<file path="src/rmq_pkg.sv">
// Shared types and constants for the rotation matrix to quaternion block.
`default_nettype none
package rmq_pkg;

  localparam int DW        = 16;           // data width of matrix and quaternion words
  localparam int FB        = 14;           // fraction bits
  localparam int NW        = DW + 1;       // numerator width
  localparam int AW        = DW + 3;       // root argument width, signed
  localparam int RADW      = 32;           // radicand width (argument shifted by FB)
  localparam int RTW       = RADW / 2;     // root width
  localparam int REMW      = RTW + 2;      // root remainder width
  localparam int SQ_STEPS  = RTW;          // one root bit per stage
  localparam int QW        = NW;           // quotient bits produced
  localparam int DVW       = NW + FB;      // dividend width
  localparam int DSW       = RTW + 1;      // divisor width (2r)
  localparam int SETUP_STG = SQ_STEPS;
  localparam int NSTG      = SQ_STEPS + 1 + QW;
  localparam int FIFO_DEPTH = 4;
  localparam int FPW       = $clog2(FIFO_DEPTH);

  localparam logic [1:0] BR_TRACE = 2'd0;
  localparam logic [1:0] BR_M00   = 2'd1;
  localparam logic [1:0] BR_M11   = 2'd2;
  localparam logic [1:0] BR_M22   = 2'd3;

  // Classified item handed from the front end to the arithmetic back end.
  typedef struct packed {
    logic [1:0]            br;
    logic                  err;
    logic [RADW-1:0]       rad;
    logic [2:0][NW-1:0]    num;   // numerators of the three divided components, index order
  } fe_t;

  // State carried down the back-end pipeline.
  typedef struct packed {
    logic                  vld;
    logic [1:0]            br;
    logic                  err;
    logic [2:0][NW-1:0]    num;
    logic [RADW-1:0]       rad;
    logic [REMW-1:0]       rem;
    logic [RTW-1:0]        root;
    logic [DSW-1:0]        dsr;
    logic [DW-1:0]         sel;
    logic [2:0]            neg;
    logic [2:0]            ovf;
    logic [2:0][NW-1:0]    dvd;   // dividend bits still to bring down
    logic [2:0][DSW-1:0]   prem;  // partial remainder
    logic [2:0][QW-1:0]    quo;
  } stg_t;

endpackage
`default_nettype wire

</file>
<file path="src/rmq_front.sv">
// Front end: takes a matrix, picks the branch and forms the root argument and numerators.
`default_nettype none
module rmq_front (
  input  wire logic                    clk,
  input  wire logic                    rst_n,
  input  wire logic                    in_valid,
  output logic                         in_ready,
  input  wire logic [rmq_pkg::DW-1:0]  in_m00,
  input  wire logic [rmq_pkg::DW-1:0]  in_m01,
  input  wire logic [rmq_pkg::DW-1:0]  in_m02,
  input  wire logic [rmq_pkg::DW-1:0]  in_m10,
  input  wire logic [rmq_pkg::DW-1:0]  in_m11,
  input  wire logic [rmq_pkg::DW-1:0]  in_m12,
  input  wire logic [rmq_pkg::DW-1:0]  in_m20,
  input  wire logic [rmq_pkg::DW-1:0]  in_m21,
  input  wire logic [rmq_pkg::DW-1:0]  in_m22,
  output logic                         push_valid,
  input  wire logic                    push_ready,
  output rmq_pkg::fe_t                 push_data
);

  localparam int AW = rmq_pkg::AW;
  localparam int NW = rmq_pkg::NW;

  logic             vld_r, vld_nxt;
  rmq_pkg::fe_t     ent_r, ent_nxt;
  logic signed [AW-1:0] a00, a01, a02, a10, a11, a12, a20, a21, a22;
  logic signed [AW-1:0] tr, arg, one;

  assign one = AW'(1) <<< rmq_pkg::FB;

  always_comb begin
    a00 = AW'($signed(in_m00)); a01 = AW'($signed(in_m01)); a02 = AW'($signed(in_m02));
    a10 = AW'($signed(in_m10)); a11 = AW'($signed(in_m11)); a12 = AW'($signed(in_m12));
    a20 = AW'($signed(in_m20)); a21 = AW'($signed(in_m21)); a22 = AW'($signed(in_m22));
    tr  = a00 + a11 + a22;
    ent_nxt = '0;
    if (tr > 0) begin
      ent_nxt.br     = rmq_pkg::BR_TRACE;
      arg            = tr + one;
      ent_nxt.num[0] = NW'(a21 - a12);
      ent_nxt.num[1] = NW'(a02 - a20);
      ent_nxt.num[2] = NW'(a10 - a01);
    end else if (a00 > a11 && a00 > a22) begin
      ent_nxt.br     = rmq_pkg::BR_M00;
      arg            = one + a00 - a11 - a22;
      ent_nxt.num[0] = NW'(a21 - a12);
      ent_nxt.num[1] = NW'(a01 + a10);
      ent_nxt.num[2] = NW'(a02 + a20);
    end else if (a11 > a22) begin
      ent_nxt.br     = rmq_pkg::BR_M11;
      arg            = one + a11 - a00 - a22;
      ent_nxt.num[0] = NW'(a02 - a20);
      ent_nxt.num[1] = NW'(a01 + a10);
      ent_nxt.num[2] = NW'(a12 + a21);
    end else begin
      ent_nxt.br     = rmq_pkg::BR_M22;
      arg            = one + a22 - a00 - a11;
      ent_nxt.num[0] = NW'(a10 - a01);
      ent_nxt.num[1] = NW'(a02 + a20);
      ent_nxt.num[2] = NW'(a12 + a21);
    end
    ent_nxt.err = (arg <= 0);
    // A positive argument stays below 2^17, so the shifted radicand fits.
    ent_nxt.rad = rmq_pkg::RADW'(arg[AW-3:0]) << rmq_pkg::FB;
  end

  assign in_ready   = !vld_r || push_ready;
  assign push_valid = vld_r;
  assign push_data  = ent_r;

  always_comb begin
    vld_nxt = vld_r;
    if (in_ready) begin
      vld_nxt = in_valid;
    end
  end

  always_ff @(posedge clk) begin
    if (!rst_n) begin
      vld_r <= 1'b0;
    end else begin
      vld_r <= vld_nxt;
    end
    if (in_valid && in_ready) begin
      ent_r <= ent_nxt;
    end
  end

endmodule
`default_nettype wire

</file>
<file path="config.mk">
export PLATFORM = sky130hd
export DESIGN_NAME = rmq_front
export DESIGN_NICKNAME = d
export VERILOG_FILES = /design/src/rmq_pkg.sv /design/src/rmq_front.sv
export SDC_FILE = /design/constraint.sdc
export NUM_CORES = 1
export LEC_CHECK = 0
export BUFFER_PORTS_ARGS = -buffer_cell sky130_fd_sc_hd__buf_4
export CAP_MARGIN = 25
export CORE_ASPECT_RATIO = 0.75
export CORE_UTILIZATION = 30
export DETAILED_ROUTE_END_ITERATION = 10
export SLEW_MARGIN = 40
export SYNTH_ARGS = -nofsm -noshare
export SYNTH_HDL_FRONTEND = slang
export SYNTH_SLANG_ARGS = --single-unit
</file>
<file path="constraint.sdc">
create_clock -name clk -period 4.88 [get_ports clk]
set_input_delay 0.488 -clock clk [delete_from_list [all_inputs] [get_ports clk]]
set_output_delay 0.488 -clock clk [all_outputs]
set_load 0.01 [all_outputs]
</file>
# Yosys cells after proc, flatten, opt, wreduce, memory -nomap -nowiden
# Index checks and enable logic that the tools add are counted.
# totals
register_bits	72
latch_bits	0
mem_bits_rw	0
mem_bits_ro	0
input_bits	148
out_inout_bits	88
elab_cells	44
memories	0
# op_classes
addsub	18
n_mul	0
div_mod_pow	0
order_cmp	5
n_eq_ne	0
n_shift	0
mux	8
bitwise	0
n_reduce_logical	5
# ops
cell	n
$mux W51	2
$add A16 B16 Y17	4
$mux W19	3
$sub A18 B16 Y19	3
$sub A17 B16 Y18	3
$add A16 B16 Y17 const A	3
$sub A16 B16 Y17	3
$gt A16 B16 Y1	3
$mux W34	1
$add A18 B16 Y19 const B	1
$le A19 B1 Y1 const B	1
$add A17 B16 Y18	1
$gt A18 B1 Y1 const B	1
$logic_and A1 B1 Y1	2
$mux W1	2
$reduce_or A2 Y1	1
$logic_not A1 Y1	1
$logic_or A1 B1 Y1	1

# Longest topological paths before layout
# depth
word_depth	7
depth_mapped	26
mapped_depth_nobuf	24

# Worst setup path before layout
# OpenSTA, ideal clock, no wires.
# synth_path
path_kind	input to register
from	input port in_m00[4] (netlist bit)
to	register ent_r (netlist bit push_data[83]), data pin
setup_ps	146
t_arrival_ps	5136
required_time_ps	4734
slack_ps	-402
path_stages	24
n_path_buf	2
path_cell_list	inv_1 > fa_1 > inv_1 > ha_1 > a21oi_2 > a2111oi_4 > o311a_1 > a211o_1 > xnor2_1 > ha_1 > nand2_1 > nor4_1 > o221ai_1 > a2111oi_0 > a21boi_1 > o2111ai_1 > nor2b_4 > buf_6 > buf_6 > o31a_1 > a2111o_1 > nor4_2 > o21ai_1 > a21oi_1
# synth_lines
item	line	source
from (decl)	rmq_front.sv:8	input wire logic [rmq_pkg::DW-1:0] in_m00,
to (signal assigned)	rmq_front.sv:86	ent_r <= ent_nxt;
to (decl)	rmq_front.sv:26	rmq_pkg::fe_t ent_r, ent_nxt;

==> flow_summary.ini <==
[outcome]
status = finished with violations
violations = DRC, setup timing

[pwr]
p_int_uw = 3145
power_density_nw_per_um2 = 291.6
peakVddDrop_mv = 0.2195
p_seq_share_pct = 16.7
pwr-share-comb_pct = 71.8
p_sw_uw = 2653
p_leak_uw = 0.009680
switching_share_pct = 45.76
pwr-share-clk_pct = 11.4

[cells_and_area]
final_layout_size_suffix_gt1_share_pct = 26.40
final_area_um2 = 19890
finalNetCount = 2704
area_growth_pct = 32.32
final_util_pct = 40.47

[synthesis]
ys_async_sr_fraction_pct = 0
ys_types = 87
syn_area_per_cell_um2 = 8.618
synthTopCellsByCount = ha_1, inv_1, a21oi_1
yosys-top-cells-area = ha_1, edfxtp_1, fa_1, inv_1, a21oi_1
synth-seq-cells = 72
synthFlopType = edfxtp_1
syn_area_um2 = 15030
post-synth-top-count-cell = ha_1
synthCells = 1744
yosys_warnings = 0
yosys.area.top_type = ha_1
synth_top_cell_area_share_pct = 24.48
yosysSeqAreaShare_pct = 14.32
synth_edf_count = 71

[place]
port-buffer-count = 220
place_congestion = 0.9607
dp_hpwl_um = 46470
dpl_cell_area_um2 = 19170

[timing]
max_slew_margin_pct = 43.32
fmax_mhz = 192.5
post-route-period-util_pct = 106.5
setup_viol = 22
hold_violations = 0
drv_slew = 0
fin_crit_ps = 5195
clock-skew-final_ps = 11.72
fin_ws_ps = -314.8
rsz0062_at_grt = true
worstMarginPinSlew_ps = 828.8

[floorplan]
design.core.area_um2 = 49130
start_util_pct = 30.59
die-height_um = 195.8
io_pins = 236
dieArea_um2 = 51010
fp.dieW_um = 260.5
row_count = 70

[global_route]
grt_max_degree = 62
grt_antenna_before_repair = 1
grt_usage_pct = 20.66
overflow = 0
grt_pass1_wl_um = 79560
grt_pass1_vias = 13430

[cts]
clock-sinks = 72
clk_latency_ps = 360
cts_max_level = 3
cts_tree = built
ctsHoldBuffers = 0
cts-root-buf = clkbuf_16
clock_path_buffers = 2
clk_pin_slew_ps = 60
cts_made_buffers = 9

[setup_path]
cp_slowest_stage_delay_ps = 520
crit_required_ps = 5090
critPathMaxFanout = 6
path_class = in -> reg
crit_chain = buf_8 > fa_1 > ha_4 > fa_2 > nand3_4 > a2111oi_4 > o311a_1 > a211o_1 > xnor2_2 > ha_2 > nand2_2 > nor4_2 > o221ai_1 > a2111oi_2 > a21boi_2 > o2111ai_2 > nor2b_4 > mux2_2 > o211a_1 > nand4b_1 > nor4_4 > o21ai_1 > a21oi_1
worstSetupEndpointType = flop
crit_arrival_ps = 5400
slowest_stage = fa_1
cp-start-kind = primary input

[detailed_routing]
routed-via-count = 13940
ant_nets = 0
first_iter_violations = 1035
wl_um = 53840
first_pass_iters = 8
viasPerCell = 4.911
detail_route.wl_per_cell_um = 18.97
drc = 10

[hold_path]
hold_path_class = in -> reg

[flow_run]
max-cap-violations = 0
## area by class of cell
type                       instances  area, µm²
antenna                            1      2.502
clock inverter                     7      55.05
sequential                        72       2152
timing repair buffer             475       3726
multi-input combinational       1397      12050
tap                              648      810.8
inverter                         229      868.3
fill                            4915      29250
clock buffer                       9      225.2
## worst paths after layout
path,cells past startpoint,from,to,slack [ps]
max reg2reg,4,push_valid,push_data[8],3110
max,23,in_m00[1],push_data[83],-310
min reg2reg,2,push_valid,push_valid,560
min,3,in_valid,push_valid,400
## worst max-delay path, delay by kind of cell
family	cells	cell delay (ps)
buf+inv	1	100
compound gates	10	1950
mux	1	240
simple gates	6	1090
fa+ha+maj	4	1310
xor+xnor	1	200
## registers in the layout (all words and copies together) (netlist names)
| signal | flops |
|---|---|
| push_data | 71 |
| push_valid | 1 |
## metal layers
| layer | up-vias | GRT usage [%] | share of wire, % |
|---|---|---|---|
| met3 | 29 | 3.876 | 6.7 |
| met5 | - | 0 | 0 |
| met4 | 0 | 2.772 | 1.1 |
| li1 | 6880 | - | - |
| met1 | 6644 | 31.81 | 51 |
| met2 | 383 | 29.97 | 41 |
## cells by family after synthesis
group	after synthesis	share of synthesized area (%)
multiplexers	51	3.538
other	1	0.02495
AND/OR/NAND/NOR	393	13.10
XOR/XNOR	118	7.001
flip-flops	72	14.32
buffers and inverters	290	7.776
adder cells (fa/ha/maj)	372	34.87
AO/OA/AOI/OAI	447	19.38
## placed cells by master, fill, tap and decap left out, types with 13 or more instances in the layout
cell / count
nand2b_1: 15
nor2_1: 110
inv_1: 226
edfxtp_1: 71
o211ai_1: 14
a21oi_1: 140
xor2_1: 34
ha_1: 291
mux2_2: 13
and3_1: 14
nand3_1: 18
o21bai_1: 22
nand2_1: 80
mux2i_1: 37
buf_4: 456
nor2b_1: 36
o21a_1: 13
o21ai_0: 79
xnor2_1: 82
fa_1: 76
conb_1: 15
a211oi_1: 15
nor3_1: 32
a21o_1: 17
o31ai_1: 15
## per-stage QoR
| stage | power (µW) | setup slack, ps | cells | hold slack, ps | setup TNS, ps |
|---|---|---|---|---|---|
| 2_1_floorplan | 3193 | -171.9 | 1758 | 609.6 | -171.9 |
| 3_3_place_gp | 4877 | -613.2 | 2807 | 525.9 | -12930 |
| 3_5_place_dp | 4903 | -734.8 | 2807 | 554.2 | -21430 |
| 4_1_cts | 5619 | -224.8 | 2823 | 380.9 | -869.0 |
| 5_1_grt | 6223 | -599.2 | 2838 | 392.7 | -7239 |
| 6_report | 5799 | -314.8 | 2838 | 395.4 | -1027 |
## timing repair
action / in CTS / in global routing
setup endpoints to repair: 25 / 53
buffers inserted: 0 / 8
pin swaps: 1 / 15
gates resized for setup: 11 / 59
gates cloned: 0 / 5
## power groups by stage
stage          logic (µW)  registers [µW]  clock network [µW]
2_1_floorplan        2180            1010                   0
3_3_place_gp         3890             984                   0
3_5_place_dp         3920             983                   0
4_1_cts              3970             972                 681
5_1_grt              4540             980                 703
6_report             4160             971                 664
No activity file was read; power rests on OpenSTA's default activity.
