==> src/rmq_pkg.sv <==
// Shared types and constants for the rotation matrix to quaternion block.
`default_nettype none
package rmq_pkg;

  localparam int DW        = 16;           // data width of matrix and quaternion words
  localparam int FB        = 14;           // fraction bits
  localparam int NW        = DW + 1;       // numerator width
  localparam int AW        = DW + 3;       // root argument width, signed
  localparam int RADW      = 32;           // radicand width (argument shifted by FB)
  localparam int RTW       = RADW / 2;     // root width
  localparam int REMW      = RTW + 2;      // root remainder width
  localparam int SQ_STEPS  = RTW;          // one root bit per stage
  localparam int QW        = NW;           // quotient bits produced
  localparam int DVW       = NW + FB;      // dividend width
  localparam int DSW       = RTW + 1;      // divisor width (2r)
  localparam int SETUP_STG = SQ_STEPS;
  localparam int NSTG      = SQ_STEPS + 1 + QW;
  localparam int FIFO_DEPTH = 4;
  localparam int FPW       = $clog2(FIFO_DEPTH);

  localparam logic [1:0] BR_TRACE = 2'd0;
  localparam logic [1:0] BR_M00   = 2'd1;
  localparam logic [1:0] BR_M11   = 2'd2;
  localparam logic [1:0] BR_M22   = 2'd3;

  // Classified item handed from the front end to the arithmetic back end.
  typedef struct packed {
    logic [1:0]            br;
    logic                  err;
    logic [RADW-1:0]       rad;
    logic [2:0][NW-1:0]    num;   // numerators of the three divided components, index order
  } fe_t;

  // State carried down the back-end pipeline.
  typedef struct packed {
    logic                  vld;
    logic [1:0]            br;
    logic                  err;
    logic [2:0][NW-1:0]    num;
    logic [RADW-1:0]       rad;
    logic [REMW-1:0]       rem;
    logic [RTW-1:0]        root;
    logic [DSW-1:0]        dsr;
    logic [DW-1:0]         sel;
    logic [2:0]            neg;
    logic [2:0]            ovf;
    logic [2:0][NW-1:0]    dvd;   // dividend bits still to bring down
    logic [2:0][DSW-1:0]   prem;  // partial remainder
    logic [2:0][QW-1:0]    quo;
  } stg_t;

endpackage
`default_nettype wire

==> src/rmq_fifo.sv <==
// Short queue of classified items between the front end and the back end.
`default_nettype none
module rmq_fifo (
  input  wire logic          clk,
  input  wire logic          rst_n,
  input  wire logic          push_valid,
  output logic               push_ready,
  input  wire rmq_pkg::fe_t  push_data,
  output logic               pop_valid,
  input  wire logic          pop_ready,
  output rmq_pkg::fe_t       pop_data
);

  localparam int FPW = rmq_pkg::FPW;

  rmq_pkg::fe_t        mem_r [rmq_pkg::FIFO_DEPTH];
  logic [FPW-1:0]      wp_r, wp_nxt, rp_r, rp_nxt;
  logic [FPW:0]        cnt_r, cnt_nxt;
  logic                do_push, do_pop;

  assign push_ready = (cnt_r != (FPW+1)'(rmq_pkg::FIFO_DEPTH));
  assign pop_valid  = (cnt_r != '0);
  assign pop_data   = mem_r[rp_r];
  assign do_push    = push_valid && push_ready;
  assign do_pop     = pop_valid && pop_ready;

  always_comb begin
    wp_nxt  = do_push ? wp_r + 1'b1 : wp_r;
    rp_nxt  = do_pop ? rp_r + 1'b1 : rp_r;
    cnt_nxt = cnt_r;
    if (do_push && !do_pop) begin
      cnt_nxt = cnt_r + 1'b1;
    end else if (!do_push && do_pop) begin
      cnt_nxt = cnt_r - 1'b1;
    end
  end

  always_ff @(posedge clk) begin
    if (!rst_n) begin
      wp_r  <= '0;
      rp_r  <= '0;
      cnt_r <= '0;
    end else begin
      wp_r  <= wp_nxt;
      rp_r  <= rp_nxt;
      cnt_r <= cnt_nxt;
    end
    if (do_push) begin
      mem_r[wp_r] <= push_data;
    end
  end

endmodule
`default_nettype wire

==> config.mk <==
export PLATFORM = sky130hd
export DESIGN_NAME = rmq_fifo
export DESIGN_NICKNAME = d
export VERILOG_FILES = /design/src/rmq_pkg.sv /design/src/rmq_fifo.sv
export SDC_FILE = /design/constraint.sdc
export NUM_CORES = 1
export LEC_CHECK = 0
export BUFFER_PORTS_ARGS = -buffer_cell sky130_fd_sc_hd__buf_2
export CORE_ASPECT_RATIO = 0.75
export CORE_UTILIZATION = 45
export DETAILED_ROUTE_END_ITERATION = 10
export GPL_TIMING_DRIVEN = 0
export MAX_ROUTING_LAYER = met4
export RECOVER_POWER = 100
export SKIP_CTS_REPAIR_TIMING = 1
export SYNTH_ARGS = -nofsm -noshare
export SYNTH_HDL_FRONTEND = slang
export SYNTH_SLANG_ARGS = --single-unit
==> constraint.sdc <==
create_clock -name clk -period 4.62 [get_ports clk]
set_input_delay 0.462 -clock clk [delete_from_list [all_inputs] [get_ports clk]]
set_output_delay 0.462 -clock clk [all_outputs]
set_load 0.02 [all_outputs]
# Word-level counts from Yosys, hierarchy flattened
# Memories as Yosys holds them, arrays and structs flattened. A register that Yosys moved wholly into a read port is not among the register bits.
# Index checks and enable logic that the tools add are counted.
[word_totals]
reg_bits = 7
ramBits = 344
out_inout_bits = 88
elab_cells = 23
mem_count = 1
[memory_table]
columns = ["memory", "depth", "word_bits", "read_ports", "rd_ports_with_merged_regs", "write_ports", "line", "source"]
rows = [
  ["mem_r", 4, 86, 1, 1, 1, "rmq_fifo.sv:16", "rmq_pkg::fe_t mem_r [rmq_pkg::FIFO_DEPTH];"],
]
[op_classes]
addsub = 4
eq_ne = 1
n_mux = 6
reduce_logical = 8
[ops]
columns = ["cell", "n"]
rows = [
  ["$mux W3", 2],
  ["$add A2 B1 Y2 const B", 2],
  ["$logic_and A1 B1 Y1", 4],
  ["$mux W2", 2],
  ["$add A3 B1 Y3 const B", 1],
  ["$ne A3 B3 Y1 const B", 1],
  ["$reduce_bool A3 Y1", 1],
  ["$sub A3 B1 Y3 const B", 1],
  ["$logic_not A1 Y1", 2],
  ["$mux W1", 2],
  ["$reduce_bool A2 Y1", 1],
]

# Logic depth before layout (Yosys ltp)
# Gate-level depths: netlist of the first run.
[depth]
ltp_word = 6
mapped_depth = 8
ltp_nobuf = 8

# Least setup slack after synthesis of the first run
# OpenSTA, ideal clock, no wires.
[synth_timing]
path_type = "reg-to-reg"
from = "reg cnt_r[0]"
to = "mem mem_r[0][0] in the netlist's numbering, enable pin"
arrival_ns = 2.819
setup_slack_ns = 1.347
stages_incl_launch_ff = 4
synth_period_minus_slack_ns = 3.273
path_cell_list = "dfxtp_1 > nor2_1 > a21boi_2 > and2_1"
[synth_via]
elab_chain_cells = 4
[synth_lines]
columns = ["item", "line", "source"]
rows = [
  ["start, declared", "rmq_fifo.sv:18", "logic [FPW:0] cnt_r, cnt_nxt;"],
  ["start signal, assigned", "rmq_fifo.sv:46", "cnt_r <= cnt_nxt;"],
  ["$ne A3 B3 Y1", "rmq_fifo.sv:21", "assign push_ready = (cnt_r != (FPW+1)'(rmq_pkg::FIFO_DEPTH));"],
  ["$logic_and A1 B1 Y1", "rmq_fifo.sv:24", "assign do_push = push_valid && push_ready;"],
  ["named net do_push", "rmq_fifo.sv:19", "logic do_push, do_pop;"],
  ["$mux W1", "rmq_fifo.sv:48", "if (do_push) begin"],
  ["$mux W1 (not written as such)", "rmq_fifo.sv:49", "mem_r[wp_r] <= push_data;"],
  ["end, declared", "rmq_fifo.sv:16", ""],
]
# The timed path passes the listed nets, and every way through them passes these cells.

==> metrics.md, run 1 <==
| Metric | Value |
|---|---|
| Result of the run | `completed` |
| Antenna violations before repair | `2` |
| Register-to-Register Path Depth | `8` |
| Worst ir drop on vdd | `approximately 0.4 mV` |
| Gate count after technology mapping | `around 500` |
| Most frequent cells after synthesis | `edfxtp_1 (344), mux4_2 (86), buf_2 (10)` |
| Highest Clock Rate | `a little under 0.3 GHz` |
| Standard cell core area | `~0.028 mm²` |
| CP Launch Type | `flip-flop` |
| Distinct cell type count of the synthesized netlist | `23` |
| Post-DRT Antenna Nets | `0` |
| Crit Reg-Reg Startpoint | `cnt_r[0]$_SDFFE_PN0P_` |
| Top FF cell, synth | `edfxtp_1` |
| Final number of max-transition violations | `0` |
| Total clock buffers created by CTS | `37` |
| Syn-to-layout area delta | `18.83%` |
| Count of maximum capacitance violations | `0` |
| Register-to-register path setup slack | `1720 ps` |
| RSZ-0062 raised after global routing | `no` |
| Async SR Flop Fraction | `0%` |
| Root buffer cell | `clkbuf_16` |
| Total I/O pin count | `between 150 and 200` |
| DR vias | `about 5,800` |
| Ratio of cells with drive above 1 in the final layout | `approximately 22%` |
| Mean area per synthesized cell | `around 26 µm²` |
| Total die area | `slightly below 0.03 mm²` |
| Min-Delay Startpoint | `push_data[82]` |
| Average routed wire per standard cell | `a little over 20 µm` |
| Fin Hold WS | `193.3 ps` |
| Width of the die | `197.6 µm` |
| Tightest slew margin relative to the limit | `between 30 and 40%` |
| Setup violations, final | `0` |
| Worst Path Arrival | `2930 ps` |
| Final period util | `about three quarters` |
| Starting density of the core | `between 40% and 50%` |
| Drt via density | `~5.1` |
| Transition time at the pin with the least slew margin | `about 1000 ps` |
| Portion of the post-synthesis area used by sequential elements | `roughly four fifths` |
| HPWL after detailed placement | `approximately 14,000 µm` |
| Cell Pwr Density | `586.2 mW/mm²` |
| Required time reported for the critical path endpoint | `approximately 4200 ps` |
| Path class of the lowest-slack min-delay path | `in2reg` |
| Overflow left after global routing | `0` |
| Skew final | `roughly 7.9 ps` |
| Most repeated cell in the gate-level netlist after synthesis | `edfxtp_1` |
| Max Root-Sink Buffers | `3` |
| Number of nets in the finished design | `813` |
| Netlist area before placement | `between 0.01 and 0.015 mm²` |
| Hold Crit Endpoint | `mem_r[3][82]$_DFFE_PP_` |
| End of the worst register-to-register path | `cnt_r[2]$_SDFFE_PN0P_` |
| Highest net fanout along the worst path | `10` |
| Number of port buffers | `~180` |
| Wire length of the first global-routing pass | `35,610 µm` |
| Shortest period the worst path allows | `about 3400 ps` |
| # clock sinks | `between 300 and 400` |
| Static leakage power | `approximately 4.7 nW` |
| GRT Overall Usage | `roughly 17%` |
| EDFF count, synth | `344` |
| Setup TNS Final | `0 ps` |
| Post-CTS clock slew at the launch and capture registers of the worst setup and hold paths | `60 ps` |
| Final routed DRC violation total | `0` |
| Detailed router's first-iteration violation count | `~270` |
| Kind of end point of the critical path | `output port` |
| Final wirelength | `~24,000 µm` |
| Maximum level of the CTS H-tree | `2` |
| Post-route non-filler standard cell count | `1,133` |
| Cell type with the largest total area after synthesis | `edfxtp_1` |
| Maximum number of pins on one net before global-route repair | `57` |
| Count of final hold-check violations | `0` |
| Total instance count after detailed placement | `1,063` |
| Synth top area cells | `edfxtp_1 (80%), mux4_2 (15%), dfxtp_1 (1.4%), buf_12 (0.77%), ha_1 (0.48%)` |
| Die height | `148.7 µm` |
| Synthesized netlist net count | `between 500 and 600` |
| Routability congestion estimate from global placement | `0.7352` |
| Number of warnings reported in the yosys synthesis log | `0` |
| Synthesized flop and latch total | `roughly 350` |
| Fill count | `2,212` |
| Insertion delay to the later sink of the worst-skew pair | `about 520 ps` |
| Detailed-routing iteration count for the pre-antenna-repair pass | `4` |
| Total number of placement rows | `53` |
| CTS tree | `yes` |
| Number of global-route vias before repair | `around 6,300` |
| Synth top area share | `approximately 80%` |
| Type of the worst setup path | `reg2out` |
| Hold-critical path depth | `1` |
worst max-delay path by stage:
stage / end / slack [ps] / depth (start not counted)
2_1_floorplan: mem_r[0][0]$_DFFE_PP_ / 1350 / 3
4_1_cts: pop_data[43] / 1890 / 5
6_report: pop_data[43] / 1230 / 5
3_5_place_dp: cnt_r[2]$_SDFFE_PN0P_ / 2240 / 8
5_1_grt: pop_data[43] / 1010 / 5
3_3_place_gp: mem_r[3][41]$_DFFE_PP_ / -360 / 3
layer usage:
layer  GRT usage, %  routed length (µm)  vias up
li1               -                   -     2587
met3          5.193                1966       28
met1          21.70                9740     3007
met4          4.380                 340        0
met5              -                   0        -
met2          26.39               11480      170
per-stage QoR:
stage / utilization (%) / area (µm²) / power, mW / worst slack, ps
after floorplan: - / 12920 / 5.678 / 1347
after global placement: 50.79 / 14280 / 6.395 / -357.6
after detailed placement: 51.21 / 14400 / 6.429 / 2244
after CTS: 55.36 / 15570 / 9.241 / 1889
after global routing: 54.59 / 15350 / 9.396 / 1014
final: 54.59 / 15350 / 8.998 / 1228
critical path: stages, from the launching register on:
cell	delay (ps)
dfxtp_1	310
clkbuf_1	300
clkbuf_1	590
clkbuf_1	590
mux4_2	430
clkbuf_1	190
logic make-up (layout without fill, tap and decap cells):
logic type	Yosys count	in the layout	share of synthesized area, %
AND/OR/NAND/NOR	17	17	0.7071
AO/OA/AOI/OAI	5	5	0.3100
other	0	2	0
adder cells (fa/ha/maj)	6	6	0.6393
buffers and inverters	24	272	1.482
multiplexers	89	89	15.23
flip-flops	353	353	81.36
XOR/XNOR	4	4	0.2713
power by group:
part | leakage, nW | internal (mW) | switching [mW]
clock network | 0.573 | 1.64 | 1.15
logic | 0.944 | 0.905 | 1.34
registers | 3.23 | 3.89 | 0.0828
total | 4.74 | 6.43 | 2.57
cell usage in the layout, fill, tap and decap left out, types with 3 or more instances in the layout:
master / instances
ha_1: 5
clkinv_2: 8
buf_12: 5
mux2i_1: 3
buf_2: 12
edfxtp_1: 344
and2_4: 4
nand2_1: 5
inv_1: 3
mux4_2: 86
dfxtp_1: 9
clkbuf_1: 189
clkbuf_16: 40
clkinv_1: 3
buf_16: 4
and2_0: 4
clkbuf_8: 3
xnor2_1: 3
state kept, by name (all words and copies together), names as in the netlist, named ones only:
signal	count
cnt_r	3
mem_r	344
rp_r	2
wp_r	2
final cells by class:
| type | count | area, µm² | area share, % |
|---|---|---|---|
| repair buffers | 180 | 780.7 | 5.086 |
| flip-flops and latches | 353 | 10510 | 68.47 |
| diodes | 2 | 5.005 | 0.03261 |
| inverters | 3 | 11.26 | 0.07336 |
| clock inverters | 15 | 86.33 | 0.5624 |
| plain buffers | 21 | 172.7 | 1.125 |
| clock buffers | 53 | 1080 | 7.035 |
| multi-input cells | 121 | 2222 | 14.48 |
| well taps | 385 | 481.7 | 3.138 |
Power figures use the tool's default switching activity.
==> inputs of run 2 (changes only) <==
ABC_AREA = 1   (was default)
clock period = 3.38 ns   (was 4.62 ns; I/O delays follow)
==> run 2 against run 1 <==
The flow now finishes with violations (capacitance limit, slew limit). Clock power is 38% higher. Worst hold slack worse by 110 ps. Die area increased by 2.2%. Sequential power rose by 37%. Synthesized cell count increased by 81%. Non-clock buffer count up 43. Final area increased by 2.6%. Flip-flop and latch count did not move. Clock skew increased by 9.0 ps. Routed wire length increased by 29%. Critical path type unchanged. Largest cell class unchanged.
==> metrics.md, run 2 <==
| Metric | Value |
|---|---|
| Highest Clock Rate | `0.3629 GHz` |
| Insertion delay to the later sink of the worst-skew pair | `520 ps` |
| RSZ-0062 raised after global routing | `no` |
| Synth top area share | `a little under 80%` |
| Top FF cell, synth | `edfxtp_1` |
| Switching share of power | `32.22%` |
| EDFF count, synth | `344` |
| Registers with the most flip-flops | `mem_r (344), cnt_r (3)` |
| Width of the die | `199.8 µm` |
| Total clock buffers created by CTS | `35` |
| CP Launch Type | `flip-flop` |
| Async SR Flop Fraction | `0%` |
| Starting density of the core | `a little under half` |
| # clock sinks | `roughly 350` |
| Most repeated cell in the gate-level netlist after synthesis | `edfxtp_1` |
| Register ranked first by flip-flop count | `mem_r` |
| Static leakage power | `approximately 5.2 nW` |
| Cell Pwr Density | `800.0 mW/mm²` |
| Skew final | `around 17 ps` |
| Maximum level of the CTS H-tree | `2` |
| HPWL after detailed placement | `around 19,000 µm` |
| GRT Overall Usage | `a little over a fifth` |
| Cell type with the largest total area after synthesis | `edfxtp_1` |
| Net switching power of the design | `approximately 4.1 mW` |
| Synthesized netlist net count | `approximately 1,000` |
| Portion of the post-synthesis area used by sequential elements | `approximately four fifths` |
| Commonest non-fill, non-tap cells in the layout | `edfxtp_1 (344), clkbuf_1 (199), nor2_1 (183)` |
| Internal Pwr Total | `~8.5 mW` |
| Average routed wire per standard cell | `roughly 20 µm` |
| Synth top area cells | `edfxtp_1 (78%), o21ai_0 (6.1%), nor2_1 (5.3%), o22ai_1 (4.1%), dfxtp_1 (1.4%)` |
| Overflow left after global routing | `0` |
| Core Util, Final | `between 50% and 60%` |
| Final wirelength | `roughly 30,000 µm` |
| Root buffer cell | `clkbuf_16` |
| Share of power burned in the clock network | `between 30% and 40%` |
| Post-CTS clock slew at the launch and capture registers of the worst setup and hold paths | `about 60 ps` |
| Shortest period the worst path allows | `about 2800 ps` |
| Final period util | `slightly above 80%` |
| Fin area | `0.01575 mm²` |
| Distinct cell type count of the synthesized netlist | `22` |
| Detailed-routing iteration count for the pre-antenna-repair pass | `5` |
| Violations in the final reports | `capacitance limit, slew limit` |
| Number of warnings reported in the yosys synthesis log | `0` |
| Gate count after technology mapping | `between 800 and 900` |
| Path class of the lowest-slack min-delay path | `in2reg` |
| Sequence of cells on the critical path | `inv_1, buf_4, clkbuf_1, o21ai_0, o22ai_1, clkbuf_1` |
| CTS tree | `yes` |
| Result of the run | `complete, but fails checks` |
| Mean area per synthesized cell | `between 10 and 15 µm²` |
| Fin Hold WS | `~80 ps` |
| Standard cell core area | `between 0.02 and 0.03 mm²` |
| Kind of end point of the critical path | `output port` |
| Drt via density | `around 5.2` |
| Synthesized flop and latch total | `353` |
| Flip-flop count of the largest register, all copies and words added | `about 340` |
| Type of the worst setup path | `reg2out` |
| DR vias | `~8,000` |
| Final routed DRC violation total | `0` |
| Total number of placement rows | `53` |
| Setup violations, final | `0` |
| Highest net fanout along the worst path | `10` |
| Worst Path Arrival | `about 2400 ps` |
| Total I/O pin count | `roughly 180` |
| Antenna violations before repair | `4` |
| Count of maximum capacitance violations | `1` |
| Final number of max-transition violations | `1` |
| Max stage delay cell, worst path | `clkbuf_1` |
| Number of global-route vias before repair | `between 7,000 and 8,000` |
| Number of nets in the finished design | `1,221` |
| Detailed router's first-iteration violation count | `470` |
| Max Root-Sink Buffers | `3` |
| Post-DRT Antenna Nets | `0` |
| Number of port buffers | `around 180` |
| Ratio of cells with drive above 1 in the final layout | `a little under a tenth` |
| Netlist area before placement | `about 0.013 mm²` |
| Critical path's most frequent cell | `clkbuf_1` |
| Most common library cell in the layout ignoring fill and taps | `edfxtp_1` |
| Tightest slew margin relative to the limit | `-0.006987%` |
| Routability congestion estimate from global placement | `0.7453` |
| Proportion of power drawn by flip-flops and latches | `a little over two fifths` |
| Die height | `between 150 and 200 µm` |
| Proportion of power drawn by combinational gates | `about a quarter` |
| Transition time at the pin with the least slew margin | `between 1000 and 1500 ps` |
| Slowest Stage Delay on Critical Path | `roughly 400 ps` |
| Placed standard-cell area | `about 0.015 mm²` |
| Wire length of the first global-routing pass | `~45,000 µm` |
| Required time reported for the critical path endpoint | `roughly 3000 ps` |
| Kind of cell adding the most delay to the critical path | `buffers and inverters` |
| Fill count | `between 2,000 and 2,500` |
| Worst ir drop on vdd | `0.4903 mV` |
| Maximum number of pins on one net before global-route repair | `30` |
| Most frequent cells after synthesis | `edfxtp_1 (344), nor2_1 (186), o21ai_0 (162)` |
| Count of final hold-check violations | `0` |
| Buf/Inv on CP | `4` |
| Syn-to-layout area delta | `19.29%` |
| Total die area | `roughly 0.03 mm²` |
[run 2: cell count changes in the layout (fill, tap and decap cells not counted), sizes merged, moves of 13 or more]
cell / delta
buf: +26
o21ai: +172
clkbuf: +13
o22ai: +86
mux4: -86
nor2: +185
[run 2: layout make-up]
| class | count | area (µm²) | area share [%] |
|---|---|---|---|
| multi-input cells | 475 | 2300 | 14.60 |
| repair buffers | 189 | 924.6 | 5.871 |
| flip-flops and latches | 353 | 10510 | 66.74 |
| plain buffers | 55 | 330.3 | 2.097 |
| well taps | 385 | 481.7 | 3.059 |
| clock buffers | 49 | 980.9 | 6.229 |
| clock inverters | 10 | 146.4 | 0.9295 |
| diodes | 4 | 10.01 | 0.06356 |
| inverters | 16 | 65.06 | 0.4131 |
[run 2: path summary, 6_finish.rpt]
path | startpoint | endpoint | slack (ps) | depth (start not counted)
max | flip-flop | pop_data[48] | 620 | 6
min | push_data[6] | mem_r[3][6]$_DFFE_PP_ | 80 | 1
max reg2reg | cnt_r[0]$_SDFFE_PN0P_ | mem_r[3][12]$_DFFE_PP_ | 710 | 6
min reg2reg | rp_r[0]$_SDFFE_PN0P_ | rp_r[0]$_SDFFE_PN0P_ | 510 | 2
[run 2: cell families (layout without fill, tap and decap cells)]
| logic type | count (synthesis) | in the layout | synth area share, % |
|---|---|---|---|
| flip-flops | 353 | 353 | 79.61 |
| AO/OA/AOI/OAI | 262 | 262 | 10.75 |
| AND/OR/NAND/NOR | 206 | 206 | 5.923 |
| buffers and inverters | 71 | 319 | 3.033 |
| adder cells (fa/ha/maj) | 6 | 6 | 0.6255 |
| XOR/XNOR | 1 | 1 | 0.06635 |
| other | 0 | 4 | 0 |
[run 2: per-layer routing]
| metal | wire length, µm | track usage (%) |
|---|---|---|
| met5 | 0 | - |
| met1 | 13490 | 27.82 |
| met4 | 548 | 5.458 |
| met2 | 14210 | 32.62 |
| met3 | 2152 | 5.108 |
[run 2: metrics by stage]
| step | setup WS (ps) | setup TNS [ps] | cells | power (mW) |
|---|---|---|---|---|
| global route | 436.1 | 0 | 1536 | 13.20 |
| global placement | -1915 | -616570 | 1461 | 8.950 |
| finish | 624.3 | 0 | 1536 | 12.60 |
| floorplan | -159.9 | -55020 | 899 | 7.632 |
| CTS | 784.8 | 0 | 1532 | 12.88 |
| detailed placement | 956.9 | 0 | 1473 | 9.027 |
[run 2: power by group through the flow]
stage | clock network [mW] | logic, mW | registers (mW)
detailed placement | 0 | 3.51 | 5.51
finish | 3.85 | 3.33 | 5.42
global placement | 0 | 3.38 | 5.57
floorplan | 0 | 2.11 | 5.52
CTS | 3.93 | 3.52 | 5.42
global route | 4.11 | 3.63 | 5.46
==> inputs of run 3 (changes only) <==
PLACE_DENSITY = 0.67   (was default)
clock period = 2.5 ns   (was 3.38 ns; I/O delays follow)
==> run 3 against run 2 <==
The flow now finishes without violations. Highest routed layer unchanged. Final cell count grew 5.7%. Critical path depth is 2 lower. Sequential share of layout area is 3.5 points lower. Via count increased by 5.1%. Die area did not move.
==> metrics.md, run 3 (synthesis gave the netlist of run 2 again) <==
| Metric | Value |
|---|---|
| Registers with the most flip-flops | `mem_r (344), cnt_r (3)` |
| Post-CTS clock slew at the launch and capture registers of the worst setup and hold paths | `60 ps` |
| Kind of end point of the critical path | `output port` |
| Number of nets in the finished design | `1,309` |
| Final routed DRC violation total | `0` |
| Internal Pwr Total | `between 10 and 15 mW` |
| DR vias | `8,432` |
| Final wirelength | `approximately 31,000 µm` |
| Net switching power of the design | `about 5.5 mW` |
| Type of the worst setup path | `reg2out` |
| # clock sinks | `353` |
| Skew final | `between 7 and 8 ps` |
| Final period util | `between 90 and 100%` |
| Tightest slew margin relative to the limit | `approximately 56%` |
| Number of port buffers | `177` |
| Count of maximum capacitance violations | `0` |
| Average routed wire per standard cell | `approximately 19 µm` |
| Count of final hold-check violations | `0` |
| Ratio of cells with drive above 1 in the final layout | `between 10% and 20%` |
| Worst ir drop on vdd | `approximately 0.79 mV` |
| HPWL after detailed placement | `between 15,000 and 20,000 µm` |
| Drt via density | `between 5 and 6` |
| Proportion of power drawn by combinational gates | `between 20% and 30%` |
| Register ranked first by flip-flop count | `mem_r` |
| Width of the die | `~200 µm` |
| Total die area | `about 0.03 mm²` |
| Antenna violations before repair | `2` |
| Fill count | `2,282` |
| Die height | `between 150 and 200 µm` |
| Core Util, Final | `around three fifths` |
| Result of the run | `completed` |
| Routability congestion estimate from global placement | `between 0.7 and 0.8` |
| Cell Pwr Density | `slightly above 1000 mW/mm²` |
| CTS tree | `yes` |
| Starting density of the core | `46.41%` |
| Setup violations, final | `0` |
| Syn-to-layout area delta | `25.98%` |
| Switching share of power | `about a third` |
| Insertion delay to the later sink of the worst-skew pair | `between 500 and 600 ps` |
| Highest net fanout along the worst path | `10` |
| Path class of the lowest-slack min-delay path | `in2reg` |
| Multi-input gate area | `between 0.002 and 0.0025 mm²` |
| Fin area | `between 0.015 and 0.02 mm²` |
| Commonest non-fill, non-tap cells in the layout | `edfxtp_1 (344), nor2_1 (182), o21ai_0 (162)` |
| Standard cell core area | `approximately 0.028 mm²` |
| Detailed-routing iteration count for the pre-antenna-repair pass | `5` |
| Wire length of the first global-routing pass | `between 40,000 and 50,000 µm` |
| Flip-flop count of the largest register, all copies and words added | `between 300 and 400` |
| Static leakage power | `~5.7 nW` |
| Number of global-route vias before repair | `7,962` |
| Proportion of power drawn by flip-flops and latches | `43.3%` |
| Worst Setup Slack post-DPL | `333.1 ps` |
| Setup slack after layout | `about 90 ps` |
| Power Total | `approximately 17 mW` |
| Post-DRT Antenna Nets | `0` |
| GRT Overall Usage | `21.04%` |
| Maximum level of the CTS H-tree | `2` |
| Max Root-Sink Buffers | `3` |
| Required time reported for the critical path endpoint | `roughly 2300 ps` |
| Most common library cell in the layout ignoring fill and taps | `edfxtp_1` |
| Shortest period the worst path allows | `between 2000 and 2500 ps` |
| Highest Clock Rate | `approximately 0.41 GHz` |
| Placed standard-cell area | `about 0.015 mm²` |
| Fin Hold WS | `~48 ps` |
| Root buffer cell | `clkbuf_16` |
| Total I/O pin count | `~180` |
| Transition time at the pin with the least slew margin | `657.8 ps` |
| Sequential Area | `about 0.011 mm²` |
| CP Launch Type | `flip-flop` |
| Worst Path Arrival | `2160 ps` |
| Total clock buffers created by CTS | `35` |
| Detailed router's first-iteration violation count | `~550` |
| Overflow left after global routing | `0` |
| Maximum number of pins on one net before global-route repair | `27` |
| Final number of max-transition violations | `0` |
| Total number of placement rows | `53` |
| Share of power burned in the clock network | `between 20% and 30%` |
[run 3: final timing paths]
| kind | startpoint | endpoint | slack [ps] | cells past startpoint |
|---|---|---|---|---|
| worst min-delay path | push_valid | wp_r[0]$_SDFFE_PN0P_ | 50 | 4 |
| worst max-delay path | flip-flop | pop_data[73] | 90 | 4 |
| worst min register to register | rp_r[1]$_SDFFE_PN0P_ | rp_r[1]$_SDFFE_PN0P_ | 510 | 2 |
| worst max register to register | cnt_r[0]$_SDFFE_PN0P_ | mem_r[2][14]$_DFFE_PP_ | 190 | 6 |
[run 3: per-layer routing]
layer  share of wire [%]  global-route usage, %
met5                   0                      -
met4                 1.7                  5.687
met1                  43                  27.80
met2                  48                  31.98
met3                 7.3                  6.004
[run 3: worst max-delay path, cell delays in order, from the launching register on]
cell and delay [ps]:
dfxtp_1 530, clkbuf_1 430, o21ai_0 160, o22ai_1 300
buf_2 230
[run 3: cell type report]
type / instances / share of cell area, %
Sequential cell: 353 / 63.19
Multi-Input combinational cell: 475 / 14.05
Timing Repair Buffer: 277 / 11.03
Clock buffer: 47 / 5.793
Tap cell: 385 / 2.896
Buffer: 55 / 2.061
Clock inverter: 14 / 0.5567
Inverter: 16 / 0.3912
Antenna cell: 2 / 0.03009
[run 3: power by group through the flow]
stage          clock (mW)  sequential (mW)  combinational [mW]
2_1_floorplan           0             7.44                2.87
3_3_place_gp            0             7.49                4.55
3_5_place_dp            0             7.46                4.76
4_1_cts              4.98             7.33                4.77
5_1_grt              5.24             7.38                5.19
6_report             4.85             7.34                4.77
[run 3: metrics by stage]
| stage | std cells | TNS [ps] |
|---|---|---|
| floorplan | 899 | 0 |
| global placement | 1461 | -281920 |
| detailed placement | 1474 | 0 |
| CTS | 1535 | -38.88 |
| global route | 1624 | -23.10 |
| finish | 1624 | 0 |
